[src/hw/rtl/ftfc_pkg.sv]
// ftfc_pkg: field widths, item codes and the transaction record that moves
// down the rule chain of the five-tuple flow classifier.
// No dependencies.
package ftfc_pkg;

  localparam int SLOT_W  = 4;
  localparam int QUEUE_W = 8;
  localparam int ADDR_W  = 32;
  localparam int PORT_W  = 16;
  localparam int PROTO_W = 8;

  // item kind carried in the mode field
  typedef enum logic {
    MODE_WRITE    = 1'b0,
    MODE_CLASSIFY = 1'b1
  } mode_t;

  // one transaction as it moves from cell to cell, with the running result
  typedef struct packed {
    mode_t                mode;
    logic [SLOT_W-1:0]    slot;
    logic [QUEUE_W-1:0]   queue_number;
    logic [ADDR_W-1:0]    src_addr;
    logic [ADDR_W-1:0]    src_prefix_mask;
    logic [ADDR_W-1:0]    dst_addr;
    logic [ADDR_W-1:0]    dst_prefix_mask;
    logic [PORT_W-1:0]    src_l4_port;
    logic [PORT_W-1:0]    dst_l4_port;
    logic [PROTO_W-1:0]   protocol;
    logic                 found;
    logic [QUEUE_W-1:0]   res_queue;
    logic [SLOT_W-1:0]    res_slot;
  } flow_item_t;

  // one chain stage: occupancy plus transaction
  typedef struct packed {
    logic       valid;
    flow_item_t item;
  } stage_t;

endpackage

[src/hw/rtl/ftfc_cell.sv]
// ftfc_cell: one rule slot of the classifier chain plus its pipeline stage.
// Depends on ftfc_pkg for the transaction record.
module ftfc_cell import ftfc_pkg::*; #(
  parameter int CELL_IDX = 0
) (
  input  logic   clk,
  input  logic   rst_n,
  input  logic   advance,
  input  stage_t stage_i,
  output stage_t stage_o
);

  localparam logic [SLOT_W-1:0] CELL_SLOT = SLOT_W'(CELL_IDX);
  localparam bit                WRITABLE  = CELL_IDX < (1 << SLOT_W);

  // stored rule
  logic               rule_valid_r;
  logic [ADDR_W-1:0]  rule_src_addr_r;
  logic [ADDR_W-1:0]  rule_src_mask_r;
  logic [ADDR_W-1:0]  rule_dst_addr_r;
  logic [ADDR_W-1:0]  rule_dst_mask_r;
  logic [PORT_W-1:0]  rule_src_l4_port_r;
  logic [PORT_W-1:0]  rule_dst_l4_port_r;
  logic [PROTO_W-1:0] rule_proto_r;
  logic [QUEUE_W-1:0] rule_queue_r;

  logic       stage_valid_r;
  flow_item_t stage_item_r;
  flow_item_t stage_item_nxt;
  logic       wr_en;
  logic       rule_match;

  // rule write when a write transaction addressed to this slot passes
  assign wr_en = WRITABLE && advance && stage_i.valid &&
                 (stage_i.item.mode == MODE_WRITE) &&
                 (stage_i.item.slot == CELL_SLOT);

  always_ff @(posedge clk) begin
    if (!rst_n) begin
      rule_valid_r <= 1'b0;
    end else if (wr_en) begin
      rule_valid_r <= (stage_i.item.queue_number != '0);
    end
  end

  always_ff @(posedge clk) begin
    if (wr_en) begin
      rule_src_mask_r    <= stage_i.item.src_prefix_mask;
      rule_src_addr_r    <= stage_i.item.src_addr & stage_i.item.src_prefix_mask;
      rule_dst_mask_r    <= stage_i.item.dst_prefix_mask;
      rule_dst_addr_r    <= stage_i.item.dst_addr & stage_i.item.dst_prefix_mask;
      rule_src_l4_port_r <= stage_i.item.src_l4_port;
      rule_dst_l4_port_r <= stage_i.item.dst_l4_port;
      rule_proto_r       <= stage_i.item.protocol;
      rule_queue_r       <= stage_i.item.queue_number;
    end
  end

  // five-tuple compare: masked addresses; zero ports/protocol match any
  assign rule_match = rule_valid_r &&
    ((rule_proto_r == '0) || (rule_proto_r == stage_i.item.protocol)) &&
    ((stage_i.item.src_addr & rule_src_mask_r) == rule_src_addr_r) &&
    ((stage_i.item.dst_addr & rule_dst_mask_r) == rule_dst_addr_r) &&
    ((rule_src_l4_port_r == '0) ||
     (rule_src_l4_port_r == stage_i.item.src_l4_port)) &&
    ((rule_dst_l4_port_r == '0) ||
     (rule_dst_l4_port_r == stage_i.item.dst_l4_port));

  // first match wins: keep an earlier result, else take this slot
  always_comb begin
    stage_item_nxt = stage_i.item;
    if ((stage_i.item.mode == MODE_CLASSIFY) && !stage_i.item.found && rule_match) begin
      stage_item_nxt.found     = 1'b1;
      stage_item_nxt.res_queue = rule_queue_r;
      stage_item_nxt.res_slot  = CELL_SLOT;
    end
  end

  // pipeline stage toward the next cell
  always_ff @(posedge clk) begin
    if (!rst_n) begin
      stage_valid_r <= 1'b0;
    end else if (advance) begin
      stage_valid_r <= stage_i.valid;
    end
  end

  always_ff @(posedge clk) begin
    if (advance) begin
      stage_item_r <= stage_item_nxt;
    end
  end

  assign stage_o = {stage_valid_r, stage_item_r};

endmodule
[config.mk]
export PLATFORM = sky130hd
export DESIGN_NAME = ftfc_cell
export DESIGN_NICKNAME = d
export VERILOG_FILES = /design/src/hw/rtl/ftfc_pkg.sv /design/src/hw/rtl/ftfc_cell.sv
export SDC_FILE = /design/constraint.sdc
export NUM_CORES = 1
export LEC_CHECK = 0
export BUFFER_PORTS_ARGS = -buffer_cell sky130_fd_sc_hd__buf_2
export CORE_ASPECT_RATIO = 0.75
export CORE_UTILIZATION = 40
export DETAILED_ROUTE_END_ITERATION = 12
export SETUP_SLACK_MARGIN = 0.2
export SLEW_MARGIN = 20
export SYNTH_ARGS = -nofsm -noshare
export SYNTH_HDL_FRONTEND = slang
export SYNTH_SLANG_ARGS = --single-unit
[constraint.sdc]
create_clock -name clk -period 46.2 [get_ports clk]
set_clock_uncertainty 0.1 [all_clocks]
set_input_delay 4.62 -clock clk [delete_from_list [all_inputs] [get_ports clk]]
set_output_delay 4.62 -clock clk [all_outputs]
set_load 0.02 [all_outputs]
# Word-level counts from Yosys, hierarchy flattened

Cells that the tools add are included.

Output and inout bits: 195
Register bits: 372
Input port bits: 198
Word-level logic and storage cells: 53

Bitwise gates (word level): 5
Reductions and logical operators: 19
Multiplexer cells: 1
Eq/ne operators: 5

Operators with widths:

| operator             | count |
|---|---|
| 32-bit bitwise AND   | 4 |
| 32-bit equality test | 2 |
| 16-bit equality test | 2 |
| 16-bit zero test     | 2 |
| 12-bit 2-to-1 mux    | 1 |
| 1-bit logical AND    | 10 |
| 8-bit equality test  | 1 |
| 8-bit zero test      | 1 |
| 8-bit nonzero test   | 1 |
| 4-bit zero test      | 1 |
| 1-bit logical OR     | 3 |
| 1-bit zero test      | 1 |
| 1-bit inverter       | 1 |

# Depth between registers and ports, before layout

Gate-level depths: netlist of the first run.

Depth after elaboration: 9
Depth in mapped cells: 7
Depth with buffers taken out: 6

# Worst setup path after synthesis of the first run

Ideal clock, no wire load.

Path kind: input -> register
Start point: input stage_i[193] in the netlist's numbering
End point: register rule_valid_r
Data arrival time: 17.955 ns
Data required time: 45.966 ns
Slack: 28.012 ns
Cell stages on the path: 4
Buffers on the path: 0
Setup time: 0.134 ns
Cell sequence: or4_1 > nor3_1 > nand3_1 > o211a_1

Longest elaborated chain between the ends: 3

Ends and longest elaborated chain:

| element              | line            | text |
|---|---|---|
| from (decl)          | ftfc_cell.sv:9  | `input stage_t stage_i,` |
| 1-bit inverter       | ftfc_cell.sv:35 | `(stage_i.item.mode == MODE_WRITE) &&` |
| 1-bit logical AND    | ftfc_cell.sv:34 | `assign wr_en = WRITABLE && advance && stage_i.valid &&` |
| 1-bit logical AND    | ftfc_cell.sv:35 |  |
| named net wr_en      | ftfc_cell.sv:30 | `logic wr_en;` |
| to (signal assigned) | ftfc_cell.sv:42 | `rule_valid_r <= (stage_i.item.queue_number != '0);` |
| to (decl)            | ftfc_cell.sv:17 | `logic rule_valid_r;` |

The timed path passes the listed nets, and every way through them passes these cells.
A chain may end at the register's enable or synchronous reset.

==> results.json, run 1 <==
{
  "vias_per_cell": 4.81,
  "ys_warn_count": 0,
  "rows": 57,
  "ys_seq_area_share_pct": 83.0,
  "crit_type": "in2reg",
  "vias": 7675,
  "grt_pass1_wl_um": 43300,
  "timing.fmax_mhz": 145,
  "fin_nets": 1326,
  "tightest_slew_ns": 1.11,
  "path_cells": "buf_2 > a21o_1 > a211oi_1 > nand4_1 > nor4_1 > nand4_2 > mux2_4",
  "synth_cell_types": 34,
  "worst_hold_slack_ns": 0.392,
  "syn_to_final_growth_pct": 28.2,
  "finalSetupViolCount": 0,
  "synth_top_cell_by_area": "edfxtp_1",
  "synth_most_common_cell": "edfxtp_1",
  "max_stage_delay_ns": 0.70,
  "hold_path.class": "reg2reg",
  "syn-instance-count": 694,
  "power.density_nw_per_um2": 43.8,
  "portBuffers": 392,
  "maxSlewViolCount": 0,
  "antenna_found_initial": 1,
  "cts_resized": 0,
  "hpwl_um": 21200,
  "synthFlopType": "edfxtp_1",
  "grt_max_degree": 179,
  "ant_nets": 0,
  "fp.dieW_um": 214,
  "overflow": 0,
  "dieArea_sq_um": 34300,
  "cts_num_sinks": 372,
  "postCtsSetupRepairBufs": 0,
  "avgSynthCellArea_sq_um": 19.4,
  "critPathArrivalTime_ns": 7.03,
  "synth_seq_cells": 372,
  "synth_top_area_share_pct": 82.7,
  "cts_tree": "built",
  "crit_fanout": 13,
  "n_fill_cell": 2713,
  "cp_slowest_cell": "nor4_1",
  "cp-start-kind": "input port",
  "gp_congestion": 0.770,
  "cts_root_buf": "clkbuf_16",
  "diodes": 0,
  "grt_pass1_vias": 7573,
  "clk_latency_ns": 0.53,
  "async_flop_share_pct": 0,
  "hold_viol": 0,
  "critPathRequiredTime_ns": 46.36,
  "drc": 0,
  "cp-end-kind": "register",
  "synth_common_cells": "370 x edfxtp_1, 64 x and2_1, 52 x xor2_1",
  "synth.cell_area_sq_um": 13400,
  "first_pass_iters": 5,
  "rsz0062_at_grt": "no",
  "drtIter0Drc": 379,
  "clkTransAtPathRegs_ns": 0.06,
  "power.leakage_nw": 6.62,
  "drive_above_1_share_pct": 40.4,
  "wirelength_um": 29600,
  "clk_path_buf_depth": 3,
  "start_util_pct": 41.0,
  "syn_nets": 892,
  "die_height_um": 161,
  "ctsHoldBuffers": 0,
  "r2r_slack_ns": 43.16,
  "grt_use_total_pct": 16.9,
  "post-route-period-util_pct": 14.9,
  "core_sq_um": 32700,
  "wl_per_cell_um": 18.5,
  "setup_tns_ns": 0,
  "maxCapViolCount": 0,
  "yosys-top-cells-area": "edfxtp_1 83%, xor2_1 3.4%, and2_1 3.0%",
  "irDropWorstVdd_uv": 26.5,
  "htreeDepth": 2,
  "place_area_sq_um": 16000,
  "num_io_pins": 393,
  "layout_min_cycle_time_ns": 6.87,
  "status": "finished clean",
  "fin_area_sq_um": 17200,
  "slew_headroom_pct": 26.1,
  "synth_edf_count": 370,
  "cts_buffers": 38
}
## power breakdown
group	switching, mW	internal [mW]	leakage, nW
clock network	0.123	0.183	0.598
logic	0.0381	0.0191	2.60
registers	0.00345	0.388	3.43
total	0.164	0.590	6.62
## final cells by class
class	count	area, sq um	area share (%)
clock buffer	49	1010	5.89
timing repair buffer	396	2010	11.7
clock inverter	17	215	1.25
multi-input combinational	320	2270	13.2
tap	442	553	3.21
sequential	372	11200	64.8
## state kept, by name, summed over array words and instances (netlist names), 16 cells and up
name                flops
stage_o               194
rule_dst_addr_r        32
rule_dst_mask_r        32
rule_src_addr_r        32
rule_src_mask_r        32
rule_dst_l4_port_r     16
rule_src_l4_port_r     16
## worst max-delay path, delay by kind of cell
family	cells	cell delay [ns]
and+or+nand+nor	3	1.42
muxes	1	0.44
buffers and inverters	1	0.12
AOI/OAI and AO/OA	2	0.43
## logic make-up (layout without fill, tap and decap cells)
logic type / Yosys count / in the layout / synth area share (%)
buf+inv: 2 / 462 / 0.140
xor+xnor: 53 / 53 / 3.46
flops: 372 / 372 / 83.0
mux: 8 / 8 / 0.810
compound gates: 78 / 78 / 4.12
simple gates: 181 / 181 / 8.46
## path summary, 6_finish.rpt
path / from / to / cells after the start
worst min register to register: stage_valid_r / stage_valid_r / 2
worst max register to register: rule_dst_mask_r[30] / stage_o[9] / 6
worst min-delay path: stage_valid_r / stage_valid_r / 2
worst max-delay path: stage_i[115] / stage_o[9] / 7
## through the flow
stage / total power, mW / setup slack, ns / util, % / cells
6_report: 0.754 / 39.33 / 52.6 / 1596
2_1_floorplan: 0.424 / 28.01 / - / 694
3_3_place_gp: 0.456 / 38.71 / 48.8 / 1530
4_1_cts: 0.764 / 39.28 / 52.6 / 1596
5_1_grt: 0.780 / 39.15 / 52.6 / 1596
3_5_place_dp: 0.456 / 38.73 / 48.8 / 1530
## per-layer routing
| metal | wire, um | global-route usage, % |
|---|---|---|
| met2 | 13700 | 26.6 |
| met3 | 2200 | 4.93 |
| met1 | 13300 | 23.0 |
| met5 | 13 | 0 |
| met4 | 378 | 4.25 |
## cells in the final DEF (no fill, tap or decap), types with 2 or more instances in the layout
master,instances
a21oi_1,27
and2_2,4
a21boi_0,14
clkbuf_16,39
and2_1,64
buf_2,391
buf_4,3
dfxtp_1,2
o22ai_1,3
bufinv_16,5
clkinv_2,5
clkbuf_1,10
and3b_1,12
a211oi_1,9
nand2_1,18
nor4_1,24
a2bb2oi_1,2
nand3_1,10
and3_1,27
edfxtp_1,370
clkinv_1,4
a21o_1,9
xor2_1,52
o22a_1,11
nand4_1,13
mux2_4,5
mux2_2,3
nor4_2,2
Power figures use the tool's default switching activity.
==> run 2, diff against run 1 <==
Settings changed: ABC_AREA set to 1, PLACE_DENSITY set to 0.66.
Clock period 46.2 ns to 5.94 ns, I/O delays scaled along.
==> results.json, run 2 <==
{
  "status": "finished clean",
  "cp-end-kind": "register",
  "r2r_slack_ns": 3.57,
  "tightest_slew_ns": 0.956,
  "vias_per_cell": 4.51,
  "ys_warn_count": 0,
  "synth_top_cell_by_area": "edfxtp_1",
  "dieArea_sq_um": 36000,
  "synth_most_common_cell": "edfxtp_1",
  "switching_share_pct": 22.7,
  "regArea_sq_um": 11200,
  "async_flop_share_pct": 0,
  "postCtsSetupRepairBufs": 0,
  "clk_path_buf_depth": 3,
  "clk_latency_ns": 0.54,
  "max_stage_delay_ns": 0.67,
  "overflow": 0,
  "cts_tree": "built",
  "grt_use_total_pct": 16.4,
  "avgSynthCellArea_sq_um": 13.2,
  "hold_start": "stage_i[105]",
  "irDropWorstVdd_uv": 264,
  "crit_top_cell": "buf_4",
  "power.leakage_nw": 7.92,
  "htreeDepth": 2,
  "largest_reg_flops": 194,
  "drc": 0,
  "timing.fmax_mhz": 397,
  "p_comb_share_pct": 7.9,
  "slew_headroom_pct": 36.2,
  "maxSlewViolCount": 0,
  "synth_seq_cells": 372,
  "die_height_um": 165,
  "power_frac_seq_pct": 51.9,
  "synth_top_area_share_pct": 78.7,
  "ctsHoldBuffers": 0,
  "fp.dieW_um": 219,
  "rsz0062_at_grt": "no",
  "p_sw_mw": 1.33,
  "synth.cell_area_sq_um": 14100,
  "grt_max_degree": 78,
  "post-route-period-util_pct": 42.4,
  "ant_nets": 0,
  "drive_above_1_share_pct": 30.4,
  "rows": 59,
  "cts_buffers": 38,
  "hpwl_um": 22600,
  "maxCapViolCount": 0,
  "yosys-top-cells-area": "edfxtp_1 79%, nand2_1 9.1%, inv_1 4.0%",
  "crit_type": "in2reg",
  "wl_per_cell_um": 15.3,
  "place_area_sq_um": 16700,
  "worst_hold_slack_ns": 0.165,
  "core_sq_um": 34700,
  "path_cells": "clkbuf_8 > nand2_1 > nor3b_4 > buf_4 > buf_4",
  "cts_num_sinks": 372,
  "syn_nets": 1270,
  "p_int_mw": 4.53,
  "synth_cell_types": 26,
  "startpoint": "advance",
  "layout_min_cycle_time_ns": 2.52,
  "syn_to_final_growth_pct": 27.1,
  "start_util_pct": 40.7,
  "cts_resized": 0,
  "cts_root_buf": "clkbuf_16",
  "num_io_pins": 393,
  "finalSetupViolCount": 0,
  "antenna_found_initial": 5,
  "gp_congestion": 0.774,
  "synth_common_cells": "370 x edfxtp_1, 342 x nand2_1, 151 x inv_1",
  "critPathArrivalTime_ns": 2.58,
  "crit_fanout": 59,
  "wirelength_um": 30600,
  "n_fill_cell": 2959,
  "final_common_cell": "buf_2",
  "drtIter0Drc": 542,
  "grt_pass1_wl_um": 45000,
  "synthFlopType": "edfxtp_1",
  "fin_nets": 1705,
  "synth_edf_count": 370,
  "multi_input_area_sq_um": 2360,
  "setup_tns_ns": 0,
  "hold_path.class": "in2reg",
  "ys_seq_area_share_pct": 79.0,
  "r2r-start": "rule_dst_mask_r[26]",
  "final_cell_mix": "391 x buf_2, 370 x edfxtp_1, 342 x nand2_1",
  "grt_pass1_vias": 8467,
  "cp_slowest_cell": "buf_4",
  "final_util_pct": 51.7,
  "clkTransAtPathRegs_ns": 0.06,
  "first_pass_iters": 5,
  "power.density_nw_per_um2": 327,
  "cp-start-kind": "input port",
  "fin_area_sq_um": 17900,
  "hold_viol": 0,
  "vias": 8993,
  "syn-instance-count": 1072,
  "portBuffers": 392,
  "clkPwrFrac_pct": 40.2,
  "critPathRequiredTime_ns": 5.99
}
## run 2: changes by cell type after synthesis, moves of 11 or more
cell,change
and3b_1,-12
a21oi_1,-25
nor2_1,+77
nand3_1,+42
nand2_1,+324
xor2_1,-33
nand3b_1,+15
nor4_1,-19
and2_1,-64
o22a_1,-11
inv_1,+151
and3_1,-27
a21boi_0,-11
## run 2: worst paths after layout
| kind | to | cells past startpoint |
|---|---|---|
| worst min register to register | stage_valid_r | 2 |
| worst max-delay path | rule_dst_mask_r[21] | 5 |
| worst min-delay path | stage_o[105] | 1 |
| worst max register to register | stage_o[5] | 11 |
## run 2: cell families after synthesis
family / count (synthesis) / synth area share, %
and+or+nand+nor: 506 / 14.7
DFF: 372 / 79.0
buffers and inverters: 161 / 4.42
xor gates and xnor gates: 22 / 1.37
AOI/OAI and AO/OA: 11 / 0.488
## run 2: stage by stage
step	setup WS, ns	instances	total power [mW]
final	3.42	1995	5.86
after global routing	3.25	1994	6.07
after CTS	3.40	1994	5.94
after detailed placement	2.83	1924	3.57
after global placement	2.92	1924	3.56
after floorplan	-0.0187	1072	3.31
## run 2: power groups by stage
stage / combinational [mW] / clock, mW / sequential [mW]
2_1_floorplan: 0.0595 / 0 / 3.25
3_3_place_gp: 0.458 / 0 / 3.10
3_5_place_dp: 0.466 / 0 / 3.10
4_1_cts: 0.467 / 2.43 / 3.05
5_1_grt: 0.500 / 2.52 / 3.05
6_report: 0.461 / 2.36 / 3.04
## run 2: worst max-delay path, delay by kind of cell
kind	cells	cell delay (ns)
buffers and inverters	3	1.49
AND/OR/NAND/NOR	2	0.39
## run 2: final cells by class
class / count / area share [%]
Timing Repair Buffer: 398 / 11.2
Multi-Input combinational cell: 539 / 13.2
Clock buffer: 44 / 5.43
Sequential cell: 372 / 62.2
Tap cell: 457 / 3.19
Antenna cell: 1 / 0.0140
Clock inverter: 26 / 1.47
Inverter: 158 / 3.31
## run 2: metal layers
metal | vias up | global-route usage [%] | wire length (um)
li1 | 4465 | - | -
met1 | 4213 | 21.5 | 13400
met2 | 273 | 27.3 | 14700
met3 | 42 | 3.96 | 1990
met4 | 0 | 4.39 | 484
met5 | - | 0 | 0
